===== src/rtl/core/sfr_pkg.sv =====
package sfr_pkg;

    localparam int POS_W  = 7;
    localparam int LEN_W  = 6;
    localparam int IDX_W  = 5;
    localparam int IDLE_W = 17;
    localparam int CFG_W  = 16;
    localparam int TIMEOUT_W = 16;

    localparam int HEADER_BYTES = 4;
    localparam int RESULT_CAP   = 32;

    localparam logic [1:0] KIND_STATUS = 2'd0;
    localparam logic [1:0] KIND_RECORD = 2'd1;
    localparam logic [1:0] KIND_EMPTY  = 2'd2;

    localparam logic [1:0] REG_HEADER_FIRST  = 2'd0;
    localparam logic [1:0] REG_HEADER_SECOND = 2'd1;
    localparam logic [1:0] REG_MAX_LENGTH    = 2'd2;
    localparam logic [1:0] REG_TIMEOUT       = 2'd3;

    localparam logic [7:0]           RST_HEADER_FIRST  = 8'd170;
    localparam logic [7:0]           RST_HEADER_SECOND = 8'd85;
    localparam logic [LEN_W-1:0]     RST_MAX_LENGTH    = 6'd32;
    localparam logic [TIMEOUT_W-1:0] RST_TIMEOUT       = 16'd1000;

    typedef struct packed {
        logic load_item;
        logic exec;
        logic rd_start;
        logic load_rec;
        logic next_rec;
    } sfr_cmd_t;

    typedef struct packed {
        logic emit;
        logic rec_last;
    } sfr_status_t;

endpackage


===== src/rtl/core/sfr_ctrl.sv =====
module sfr_ctrl
    import sfr_pkg::*;
(
    input  logic        clk,
    input  logic        rst_n,
    input  logic        s_tvalid,
    output logic        s_tready,
    output logic        m_tvalid,
    input  logic        m_tready,
    input  sfr_status_t status,
    output sfr_cmd_t    cmd
);

    localparam logic [1:0] ST_IDLE = 2'd0;
    localparam logic [1:0] ST_EXEC = 2'd1;
    localparam logic [1:0] ST_READ = 2'd2;
    localparam logic [1:0] ST_OUT  = 2'd3;

    logic [1:0] state_reg, state_next;

    always_comb
    begin
        state_next = state_reg;
        cmd        = '0;
        s_tready   = 1'b0;
        m_tvalid   = 1'b0;
        case (state_reg)
            ST_IDLE:
            begin
                s_tready = 1'b1;
                if (s_tvalid)
                begin
                    cmd.load_item = 1'b1;
                    state_next    = ST_EXEC;
                end
            end
            ST_EXEC:
            begin
                cmd.exec = 1'b1;
                if (status.emit)
                begin
                    cmd.rd_start = 1'b1;
                    state_next   = ST_READ;
                end
                else
                begin
                    state_next = ST_OUT;
                end
            end
            ST_READ:
            begin
                cmd.load_rec = 1'b1;
                state_next   = ST_OUT;
            end
            ST_OUT:
            begin
                m_tvalid = 1'b1;
                if (m_tready)
                begin
                    if (status.rec_last)
                    begin
                        state_next = ST_IDLE;
                    end
                    else
                    begin
                        cmd.next_rec = 1'b1;
                        state_next   = ST_READ;
                    end
                end
            end
            default:
            begin
                state_next = ST_IDLE;
            end
        endcase
    end

    always_ff @(posedge clk or negedge rst_n)
    begin
        if (!rst_n)
        begin
            state_reg <= ST_IDLE;
        end
        else
        begin
            state_reg <= state_next;
        end
    end

endmodule


===== config.mk =====
export PLATFORM = sky130hd
export DESIGN_NAME = sfr_ctrl
export DESIGN_NICKNAME = d
export VERILOG_FILES = /design/src/rtl/core/sfr_pkg.sv /design/src/rtl/core/sfr_ctrl.sv
export SDC_FILE = /design/constraint.sdc
export NUM_CORES = 1
export LEC_CHECK = 0
export ABC_AREA = 1
export BUFFER_PORTS_ARGS = -buffer_cell sky130_fd_sc_hd__buf_2
export CORE_AREA = 2 2 39 41
export CTS_BUF_LIST = sky130_fd_sc_hd__clkbuf_4 sky130_fd_sc_hd__clkbuf_8 sky130_fd_sc_hd__clkbuf_16
export DETAILED_ROUTE_END_ITERATION = 16
export DIE_AREA = 0 0 41 43
export PLACE_DENSITY = 0.39
export SLEW_MARGIN = 0
export SYNTH_ARGS = -nofsm -noshare
export SYNTH_HDL_FRONTEND = slang
export SYNTH_SLANG_ARGS = --single-unit

===== constraint.sdc =====
create_clock -name clk -period 1.1 [get_ports clk]
set_input_delay 0.22 -clock clk [delete_from_list [all_inputs] [get_ports clk]]
set_output_delay 0.22 -clock clk [all_outputs]
set_load 0.02 [all_outputs]

==> impl_metrics.csv <==
group,metric,value,unit
timing,tightest_slew,0.156,ns
timing,fin_crit_sh,1.12,
power,power_frac_clock,0.185,
routing,vias,190,
yosys,synth_area_leaders,"dfrtp_1 34%, nand2_1 13%, nor2_1 10%",
setup_path,worstPathMaxFanout,5,
routing,drc,0,
power,comb_power_share,0.594,
routing,ant_nets,0,
grt,grt_usage,0.0552,
clocking,root_buffer,"clkbuf_4",
power,netSwitchingFraction,0.456,
clocking,cts_tree,"built",
placement,gp_congestion,0.688,
floorplanning,fp-row-count,14,
run_status,violations,"setup timing",
hold_path,hp-class,"input port to register",
setup_path,worst_setup_path_end_kind,"primary output",
yosys,synth_seq_cells,2,
placement,dp_cells,51,
floorplanning,initial_core_util,0.106,
clocking,htree_levels,1,
cells_and_area,largest_reg_flops,2,
setup_path,start_kind,"register",
setup_path,crit_type,"register to primary output",
floorplanning,coreArea,1380,um2
routing,drt-initial-drc-count,0,
floorplanning,dieArea,1760,um2
grt,grt_pass1_wl,607,um
cells_and_area,layout_commonest_cell,"buf_4",
grt,grt_pass1_vias,179,
timing,hold_ws,0.293,ns
routing,drtPass1Iterations,1,
setup_path,critPathArrivalTime,1.02,ns
clocking,path_clk_slew,0.03,ns
power,internal_power,468,uW
cells_and_area,register_area,52.6,um2
floorplanning,dieWidth,41,um
placement,portBuffers,12,
yosys,synth_largest_area_cell,"dfrtp_1",
yosys,synth_cells,23,
routing,via_per_inst,3.39,
cells_and_area,layout_common_cells,"6 x buf_4, 5 x buf_2, 4 x nor2_1, 4 x nand2_1",
floorplanning,io_pins,13,
cells_and_area,antenna_cells,0,
routing,wire_per_inst,6.95,um
timing,setup_ws,-0.136,ns
timing,slew_headroom,0.896,
grt,antenna_found_initial,0,
timing,fin_worst_skew,0.00279,ns
timing,setup_viol,7,
timing,fmax,809,MHz
power,p_switching,393,uW
timing,slew_viol_final,0,
power,finalPower,861,uW
cells_and_area,fin_nets,48,
setup_path,cp_data_required_time,0.88,ns
power,pwr-share-seq,0.221,
power,leakage,0.000167,uW
yosys,ys_seq_area_frac,0.342,
yosys,avgSynthCellArea,6.36,um2
clocking,clock_path_buffers,2,
timing,setup_tns,-0.674,ns
yosys,yosysWarnings,0,
clocking,numClockSinks,2,
cells_and_area,final_area,314,um2
routing,wl,389,um
grt,grt_start_max_net_pins,7,
power,max-vdd-ir-drop,0.575,mV
timing,rsz0062_at_grt,"true",
timing,hold_violations,0,
power,powerDensity,2740,nW/um2
grt,grt_remaining_overflow,0,
clocking,clk_latency,0.22,ns
cells_and_area,nFillCells,170,
yosys,synthesis.area,146,um2
cells_and_area,area_delta_synth_final,115,%
cells_and_area,multi_input_area,91.3,um2
cells_and_area,fin_cells,56,
clocking,numCtsBuffers,3,
yosys,netlist.area_leader.share,0.342,
timing,min_period,1.24,ns
placement,dp_hpwl,308,um
placement,postPlaceCellArea,231,um2
run_status,status,"complete, but fails checks",
cells_and_area,drive_above_1_share,0.700,
yosys,yosysUniqueCellTypes,12,
run,cap_violations,0,
yosys,syn_nets,29,
floorplanning,die-height,43,um
[cell families after synthesis]
kind of cell | synth area share
simple gates | 0.462
buf+inv | 0.162
flops | 0.342
compound gates | 0.0342
[critical path, stage by stage (launching register included)]
cell	delay, ns
dfrtp_2	0.44
inv_2	0.08
nand2_2	0.05
nor2_1	0.08
buf_4	0.14
[stage by stage]
| step | setup slack [ns] | utilization |
|---|---|---|
| finish | -0.136 | 0.227 |
| global route | -0.205 | 0.227 |
| CTS | -0.134 | 0.218 |
| detailed placement | 0.0424 | 0.167 |
| global placement | 0.0277 | 0.167 |
| floorplan | 0.0398 | - |
[synth_stat cells (all sizes together)]
library cell  number
nand2              7
inv                4
nor2               5
nor3               2
dfrtp              2
o21ai              1
clkinv             2
[what timing repair did]
item                                    CTS  global route
pin swaps                                 2             1
endpoints found under the setup margin    7             7
resized for setup                        13             4
hold buffers                              1             0
endpoints found under the hold margin     2             0
setup buffers                             1             0
[worst paths after layout]
check	startpoint	to	slack [ns]	depth (start not counted)
worst min register to register	state_reg[1]$_DFFE_PN0P_	state_reg[1]$_DFFE_PN0P_	0.64	2
min in group asynchronous	rst_n	state_reg[0]$_DFFE_PN0P_	0.31	2
worst max-delay path	state_reg[1]$_DFFE_PN0P_	cmd[2]	-0.14	4
worst max register to register	state_reg[1]$_DFFE_PN0P_	state_reg[0]$_DFFE_PN0P_	0.18	5
max in group asynchronous	rst_n	state_reg[1]$_DFFE_PN0P_	0.68	2
worst min-delay path	status[1]	state_reg[0]$_DFFE_PN0P_	0.29	4
[power by group through the flow]
stage | registers, uW | logic, uW | clock network (uW)
final | 190 | 511 | 159
after global routing | 203 | 549 | 180
after CTS | 179 | 488 | 168
after detailed placement | 168 | 368 | 0
after global placement | 171 | 367 | 0
after floorplan | 158 | 258 | 0
[layer usage]
metal  track usage  wire length, um
met5             0                0
met4        0.0600                0
met3        0.0314               39
met2        0.0625              175
met1        0.0641              175
[cell type report]
| class | count | share of cell area |
|---|---|---|
| Clock buffer | 3 | 0.0717 |
| Tap cell | 16 | 0.0637 |
| Sequential cell | 2 | 0.167 |
| Multi-Input combinational cell | 15 | 0.291 |
| Timing Repair Buffer | 14 | 0.327 |
| Inverter | 6 | 0.0797 |
(Power assumes the default switching activity.)
