### config.mk
export PLATFORM = sky130hd
export DESIGN_NAME = sfr_datapath
export DESIGN_NICKNAME = d
export VERILOG_FILES = /design/src/rtl/core/sfr_pkg.sv /design/src/rtl/core/sfr_ram.sv /design/src/rtl/core/sfr_datapath.sv
export SDC_FILE = /design/constraint.sdc
export NUM_CORES = 1
export LEC_CHECK = 0
export BUFFER_PORTS_ARGS = -buffer_cell sky130_fd_sc_hd__buf_2
export CORE_UTILIZATION = 45
export DETAILED_ROUTE_END_ITERATION = 10
export GPL_TIMING_DRIVEN = 0
export PLACE_DENSITY = 0.71
export REMOVE_ABC_BUFFERS = 1
export SLEW_MARGIN = 20
export SYNTH_ARGS = -nofsm -noshare
export SYNTH_HDL_FRONTEND = slang
export SYNTH_SLANG_ARGS = --single-unit
### constraint.sdc
create_clock -name clk -period 3.3 [get_ports clk]
set_input_delay 0.33 -clock clk [delete_from_list [all_inputs] [get_ports clk]]
set_output_delay 0.33 -clock clk [all_outputs]
set_load 0.05 [all_outputs]
### src/rtl/core/sfr_pkg.sv
package sfr_pkg;

    localparam int POS_W  = 7;
    localparam int LEN_W  = 6;
    localparam int IDX_W  = 5;
    localparam int IDLE_W = 17;
    localparam int CFG_W  = 16;
    localparam int TIMEOUT_W = 16;

    localparam int HEADER_BYTES = 4;
    localparam int RESULT_CAP   = 32;

    localparam logic [1:0] KIND_STATUS = 2'd0;
    localparam logic [1:0] KIND_RECORD = 2'd1;
    localparam logic [1:0] KIND_EMPTY  = 2'd2;

    localparam logic [1:0] REG_HEADER_FIRST  = 2'd0;
    localparam logic [1:0] REG_HEADER_SECOND = 2'd1;
    localparam logic [1:0] REG_MAX_LENGTH    = 2'd2;
    localparam logic [1:0] REG_TIMEOUT       = 2'd3;

    localparam logic [7:0]           RST_HEADER_FIRST  = 8'd170;
    localparam logic [7:0]           RST_HEADER_SECOND = 8'd85;
    localparam logic [LEN_W-1:0]     RST_MAX_LENGTH    = 6'd32;
    localparam logic [TIMEOUT_W-1:0] RST_TIMEOUT       = 16'd1000;

    typedef struct packed {
        logic load_item;
        logic exec;
        logic rd_start;
        logic load_rec;
        logic next_rec;
    } sfr_cmd_t;

    typedef struct packed {
        logic emit;
        logic rec_last;
    } sfr_status_t;

endpackage

### src/rtl/core/sfr_ram.sv
module sfr_ram
#(
    parameter int WIDTH = 8,
    parameter int DEPTH = 32,
    parameter int AW    = (DEPTH > 1) ? $clog2(DEPTH) : 1
)
(
    input  logic             clk,
    input  logic             wr_en,
    input  logic [AW-1:0]    wr_addr,
    input  logic [WIDTH-1:0] wr_data,
    input  logic [AW-1:0]    rd_addr,
    output logic [WIDTH-1:0] rd_data
);

    logic [WIDTH-1:0] mem [0:DEPTH-1];
    logic [WIDTH-1:0] rd_data_reg;

    always_ff @(posedge clk)
    begin
        if (wr_en)
        begin
            mem[wr_addr] <= wr_data;
        end
        rd_data_reg <= mem[rd_addr];
    end

    assign rd_data = rd_data_reg;

endmodule

### src/rtl/core/sfr_datapath.sv
module sfr_datapath
    import sfr_pkg::*;
#(
    parameter int PAYLOAD_BYTES = 32,
    parameter int FRAME_LIMIT   = 64
)
(
    input  logic               clk,
    input  logic               rst_n,
    input  logic               cfg_wr_en,
    input  logic [1:0]         cfg_index,
    input  logic [CFG_W-1:0]   cfg_wr_data,
    input  logic               in_mode,
    input  logic [7:0]         in_byte,
    input  sfr_cmd_t           cmd,
    output sfr_status_t        status,
    output logic [1:0]         result_kind,
    output logic               healthy,
    output logic [7:0]         frame_id,
    output logic [LEN_W-1:0]   frame_length,
    output logic [IDX_W-1:0]   payload_index,
    output logic [7:0]         payload_byte,
    output logic               last
);

    localparam int AW  = (PAYLOAD_BYTES > 1) ? $clog2(PAYLOAD_BYTES) : 1;
    localparam int CAP = (PAYLOAD_BYTES < RESULT_CAP) ? PAYLOAD_BYTES : RESULT_CAP;
    localparam logic [7:0] CAP_B         = 8'(CAP);
    localparam logic [7:0] FRAME_LIMIT_B = 8'(FRAME_LIMIT);
    localparam logic [7:0] HEADER_B      = 8'(HEADER_BYTES);

    logic [7:0]           hdr_first_reg;
    logic [7:0]           hdr_second_reg;
    logic [LEN_W-1:0]     max_len_reg;
    logic [TIMEOUT_W-1:0] timeout_reg;

    logic                 mode_reg;
    logic [7:0]           byte_reg;

    logic [POS_W-1:0]     pos_reg,     pos_next;
    logic [7:0]           id_reg,      id_next;
    logic [LEN_W-1:0]     len_reg,     len_next;
    logic                 healthy_reg, healthy_next;
    logic [IDLE_W-1:0]    idle_reg,    idle_next;

    logic [7:0]           em_id_reg;
    logic [LEN_W-1:0]     em_len_reg;
    logic [IDX_W-1:0]     idx_reg,     idx_next;

    logic [1:0]           kind_reg;
    logic                 out_healthy_reg;
    logic [7:0]           out_id_reg;
    logic [LEN_W-1:0]     out_len_reg;
    logic [IDX_W-1:0]     out_idx_reg;
    logic [7:0]           out_byte_reg;
    logic                 out_last_reg;

    logic [7:0]           limit;
    logic [7:0]           pos_b;
    logic [7:0]           end_b;
    logic [7:0]           pos_inc;
    logic [IDLE_W-1:0]    idle_inc;
    logic                 complete;
    logic                 advance;
    logic                 restart;
    logic                 ram_wr_en;
    logic [7:0]           ram_rd_data;

    assign limit   = (max_len_reg < CAP_B[LEN_W-1:0]) ? {2'b00, max_len_reg} : CAP_B;
    assign pos_b   = {1'b0, pos_reg};
    assign end_b   = {2'b00, len_reg} + HEADER_B;
    assign pos_inc = pos_b + 8'd1;
    assign idle_inc = (idle_reg == {IDLE_W{1'b1}}) ? idle_reg : idle_reg + 1'b1;

    always_comb
    begin
        pos_next     = pos_reg;
        id_next      = id_reg;
        len_next     = len_reg;
        healthy_next = healthy_reg;
        idle_next    = idle_reg;
        complete     = 1'b0;
        advance      = 1'b0;
        restart      = 1'b0;
        ram_wr_en    = 1'b0;
        if (cmd.exec)
        begin
            if (mode_reg)
            begin
                idle_next = idle_inc;
                if (idle_inc > {1'b0, timeout_reg})
                begin
                    healthy_next = 1'b0;
                end
            end
            else
            begin
                idle_next = '0;
                if (pos_b == 8'd0)
                begin
                    advance = (byte_reg == hdr_first_reg);
                end
                else if (pos_b == 8'd1)
                begin
                    if (byte_reg != hdr_second_reg)
                    begin
                        pos_next = '0;
                    end
                    else
                    begin
                        advance = 1'b1;
                    end
                end
                else if (pos_b == 8'd2)
                begin
                    id_next = byte_reg;
                    advance = 1'b1;
                end
                else if (pos_b == 8'd3)
                begin
                    if (byte_reg > limit)
                    begin
                        restart = 1'b1;
                    end
                    else
                    begin
                        len_next = byte_reg[LEN_W-1:0];
                        advance  = 1'b1;
                    end
                end
                else if (pos_b < end_b)
                begin
                    ram_wr_en = 1'b1;
                    advance   = 1'b1;
                end
                else if (pos_b == end_b)
                begin
                    healthy_next = 1'b1;
                    complete     = 1'b1;
                    restart      = 1'b1;
                end
                else
                begin
                    advance = 1'b1;
                end
                if (advance)
                begin
                    if (pos_inc > FRAME_LIMIT_B)
                    begin
                        restart = 1'b1;
                    end
                    else
                    begin
                        pos_next = pos_inc[POS_W-1:0];
                    end
                end
                if (restart)
                begin
                    pos_next = '0;
                    id_next  = '0;
                    len_next = '0;
                end
            end
        end
    end

    always_comb
    begin
        idx_next = idx_reg;
        if (cmd.rd_start)
        begin
            idx_next = '0;
        end
        else if (cmd.next_rec)
        begin
            idx_next = idx_reg + 1'b1;
        end
    end

    assign status.emit     = complete && (len_reg != '0);
    assign status.rec_last = out_last_reg;

    sfr_ram
    #(
        .WIDTH (8),
        .DEPTH (PAYLOAD_BYTES)
    )
    u_store
    (
        .clk     (clk),
        .wr_en   (ram_wr_en),
        .wr_addr (AW'(pos_b - HEADER_B)),
        .wr_data (byte_reg),
        .rd_addr (AW'(idx_next)),
        .rd_data (ram_rd_data)
    );

    always_ff @(posedge clk or negedge rst_n)
    begin
        if (!rst_n)
        begin
            hdr_first_reg  <= RST_HEADER_FIRST;
            hdr_second_reg <= RST_HEADER_SECOND;
            max_len_reg    <= RST_MAX_LENGTH;
            timeout_reg    <= RST_TIMEOUT;
            pos_reg        <= '0;
            id_reg         <= '0;
            len_reg        <= '0;
            healthy_reg    <= 1'b1;
            idle_reg       <= '0;
        end
        else
        begin
            if (cfg_wr_en)
            begin
                case (cfg_index)
                    REG_HEADER_FIRST:  hdr_first_reg  <= cfg_wr_data[7:0];
                    REG_HEADER_SECOND: hdr_second_reg <= cfg_wr_data[7:0];
                    REG_MAX_LENGTH:    max_len_reg    <= cfg_wr_data[LEN_W-1:0];
                    REG_TIMEOUT:       timeout_reg    <= cfg_wr_data[TIMEOUT_W-1:0];
                    default:           ;
                endcase
            end
            pos_reg     <= pos_next;
            id_reg      <= id_next;
            len_reg     <= len_next;
            healthy_reg <= healthy_next;
            idle_reg    <= idle_next;
        end
    end

    always_ff @(posedge clk)
    begin
        idx_reg <= idx_next;
        if (cmd.load_item)
        begin
            mode_reg <= in_mode;
            byte_reg <= in_byte;
        end
        if (cmd.exec)
        begin
            em_id_reg       <= id_reg;
            em_len_reg      <= len_reg;
            kind_reg        <= complete ? KIND_EMPTY : KIND_STATUS;
            out_healthy_reg <= healthy_next;
            out_id_reg      <= complete ? id_reg : 8'd0;
            out_len_reg     <= '0;
            out_idx_reg     <= '0;
            out_byte_reg    <= '0;
            out_last_reg    <= 1'b1;
        end
        else if (cmd.load_rec)
        begin
            kind_reg        <= KIND_RECORD;
            out_healthy_reg <= healthy_reg;
            out_id_reg      <= em_id_reg;
            out_len_reg     <= em_len_reg;
            out_idx_reg     <= idx_reg;
            out_byte_reg    <= ram_rd_data;
            out_last_reg    <= (({1'b0, idx_reg} + 1'b1) == em_len_reg);
        end
    end

    assign result_kind   = kind_reg;
    assign healthy       = out_healthy_reg;
    assign frame_id      = out_id_reg;
    assign frame_length  = out_len_reg;
    assign payload_index = out_idx_reg;
    assign payload_byte  = out_byte_reg;
    assign last          = out_last_reg;

endmodule

==> impl_results.md <==
- Core area: 0.0386 mm²
- Synth cell types: 81
- Top FF cell, synth: edfxtp_1
- Ys async rst share: 0.193
- Vias in the first global route: between 10k and 15k
- Hold Violations, Final: 0
- Grt ovf: 0
- Vias per inst: between 5 and 6
- Global-route wire length before repair: ~64 mm
- Die X: 200 µm
- Tcrit/Tclk final: 0.968
- Synth warnings: 0
- Max H-tree Level: 2
- Crit path DAT: about 3.4 ns
- Cells after DPL: between 1.5k and 2k
- Die area: 0.0399 mm²
- Worst hold path stage count: 2
- Chip height: approximately 200 µm
- Share of cells above drive strength 1: 0.223
- Max FFs per register: 256
- CTS tree: yes
- Fin nets: between 1k and 1.5k
- Syn_area_per_cell: 13.7 µm²
- Hold Path Class: input port to register
- Register-to-Register Path Depth: 8
- Sequential-to-total area share from yosys stat: 0.643
- Post-Layout Cell Count: between 1.5k and 2k
- Final core occ: 0.534
- Post-DRT Antenna Nets: 0
- Effective utilization at floorplan: 0.455
- Drt first-iter violations: 860
- CTS max path bufs: 3
- Finished Cell Area: 0.0206 mm²
- Post-synth EDFFs: between 200 and 300
- Dpl hpwl: roughly 26 mm
- Register bit total from synthesis: 400
- Synth area leader: edfxtp_1
- Max-slew headroom: 0.294
- Cell Area, Synth: 0.0176 mm²
- VDD IR max: 0.000472 V
- Worst-path clk slew: 0.06 ns
- Synth Area in Simple Gates: 0.0894
- Clock skew: roughly 0.015 ns
- Clk_lat worst skew: ~0.55 ns
- Gr usage total: 0.215
- Area Growth Syn to Fin: 17.3%
- Endpoints failing setup: 0
- FMAX: ~310 MHz
- RSZ-0062 raised after global routing: yes
- XOR/XNOR Fraction of Synth Area: 0.0223
- Setup crit end kind: register
- TNS Setup: 0 ns
- Io pins: a little under 70
- Num CTS Buffers: 42
- Routability cong.: 0.861
- Worst setup path startpoint: len_reg[2]
- Multiplexer share of the synthesized area: 0.0899
- Cell Area, Placed: 0.0186 mm²
- # diodes: 0
- Power per Cell Area: ~620 mW/mm²
- Slew Viols, Final: 0
- Initial antenna violation count: 0
- Synth top area share: 0.495
- Period minus WS final: ~3.2 ns
- Synth Area in Compound Gates: 0.0988
- Outcome: finished, final reports clean
- Detailed-route DRC error count: 0
- Least-Margin Pin Slew: roughly 1.0 ns
- Total number of vias: ~11k
- Drt first pass iters: 5
- Setup crit start kind: register
- Syn Inst Count: between 1k and 1.5k
- Critical path fanouts, max: 8
- WP data required: around 3.5 ns
- Routed len/inst: around 22 µm
- R2R Path Start: len_reg[2]
- Pin count of the biggest net entering global routing: 73
- Largest family of logic cells by synthesized area: compound AO/OA/AOI/OAI gates
- Max-Cap Viols: 0
- Adder-Cell Fraction of Synth Area: 0.0284
- # fillers: about 3.1k
- Post-Route WL: approximately 41 mm
- Num Clock Sinks: 400
- Hold_sp: cfg_wr_data[14]
- PortBufs: 67
- Root Buffer: clkbuf_16
- Top cells by area, synth: edfxtp_1 (49%), dfrtp_1 (8.7%), dfxtp_1 (3.8%)
- WS Path Type: register to register
- # rows: just over 70
- Static leakage: ~7.4 nW
[repair_timing]
item	CTS	global route
gates resized for setup	60	43
cloned	2	0
buffers inserted	0	7
hold buffers	10	0
pin swaps	1	3
endpoints found under the hold margin	37	0
setup endpoints to repair	267	278
[where the power goes]
group | internal, mW | switching [mW]
clock network | 3.01 | 1.96
logic | 0.663 | 1.17
registers | 5.71 | 0.237
[per-stage QoR]
stage | hold slack [ns] | setup WS, ns | power (mW)
after floorplan | 0.0344 | -0.778 | 7.10
after global placement | 0.450 | -3.22 | 7.58
after detailed placement | 0.348 | -1.23 | 7.70
after CTS | 0.00535 | -0.0556 | 12.7
after global routing | 0.00761 | -0.0909 | 13.2
final | 0.0192 | 0.104 | 12.8
[routing by layer]
layer  part of all wire  global-route usage
met5                  0                   0
met4              0.029              0.0715
met3              0.056              0.0302
met2               0.50               0.362
met1               0.42               0.287
[critical path, stage by stage, from the launching register on]
cell      delay, ns
dfrtp_1        0.47
ha_1           0.26
xnor2_1        0.14
ha_1           0.30
a21oi_1        0.17
o21ai_2        0.11
nor4bb_4       0.46
nand2_2        0.42
nor2_2         0.50
[worst paths after layout]
check / endpoint / slack, ns
max: u_store.mem[17][0] / 0.10
max in group asynchronous: max_len_reg[5] / 2.31
min reg2reg: payload_byte[5] / 0.47
min in group asynchronous: idle_reg[8] / 0.32
min: timeout_reg[14] / 0.02
max reg2reg: u_store.mem[17][0] / 0.10
[synthesized netlist by cell type (5+ instances only)]
| cell | n |
|---|---|
| nand2_1 | 60 |
| nand4_1 | 17 |
| nand3b_1 | 6 |
| mux2i_1 | 61 |
| nor3_1 | 6 |
| a21oi_1 | 35 |
| xnor2_1 | 24 |
| dfstp_2 | 16 |
| a22o_1 | 27 |
| nor4_1 | 14 |
| o221ai_1 | 16 |
| a211oi_1 | 18 |
| xor2_1 | 17 |
| a31oi_1 | 20 |
| dfrtp_1 | 61 |
| a21o_1 | 7 |
| o21ai_0 | 43 |
| mux4_2 | 22 |
| mux2_2 | 41 |
| nand2b_1 | 23 |
| nor2_1 | 142 |
| buf_2 | 10 |
| nor2b_1 | 5 |
| dfxtp_1 | 33 |
| inv_1 | 41 |
| o21ai_1 | 14 |
| and2_1 | 13 |
| ha_1 | 40 |
| nand3_1 | 22 |
| clkbuf_1 | 38 |
| and3_1 | 5 |
| o32ai_1 | 9 |
| edfxtp_1 | 290 |
| a221o_1 | 14 |
[layout make-up]
type	count	area, µm²	area share
flip-flops and latches	400	11300	0.549
multi-input cells	785	6210	0.301
clock buffers	54	1150	0.0555
repair buffers	100	811	0.0393
well taps	518	648	0.0314
clock inverters	23	310	0.0150
inverters	44	191	0.00927
[placed cells by master (no fill, tap or decap), types with 8 or more instances in the layout]
cell / netlist / layout
edfxtp_1: 290 / 290
nor2_1: 142 / 109
buf_2: 10 / 64
mux2i_1: 61 / 61
dfrtp_1: 61 / 58
nand2_1: 60 / 55
o21ai_0: 43 / 42
clkbuf_16: 0 / 42
inv_1: 41 / 41
mux2_2: 41 / 41
ha_1: 40 / 39
a21oi_1: 35 / 34
dfxtp_1: 33 / 31
nor2_4: 0 / 29
a22o_1: 27 / 27
xnor2_1: 24 / 24
nand2b_1: 23 / 23
mux4_2: 22 / 22
nand3_1: 22 / 21
a31oi_1: 20 / 20
nand4_1: 17 / 17
xor2_1: 17 / 17
a211oi_1: 18 / 17
o221ai_1: 16 / 16
dfstp_2: 16 / 16
a221o_1: 14 / 14
o21ai_1: 14 / 14
and2_1: 13 / 11
buf_8: 2 / 11
dlygate4sd3_1: 0 / 10
o32ai_1: 9 / 9
nor4_1: 14 / 8
buf_4: 2 / 8
[kinds of logic after synthesis]
family,Yosys count
adders and majority gates,40
DFF,400
muxes,125
and+or+nand+nor,329
xor gates and xnor gates,43
buffers and inverters,105
AOI/OAI and AO/OA,246
Note: power is estimated with default switching activity, not from simulation.
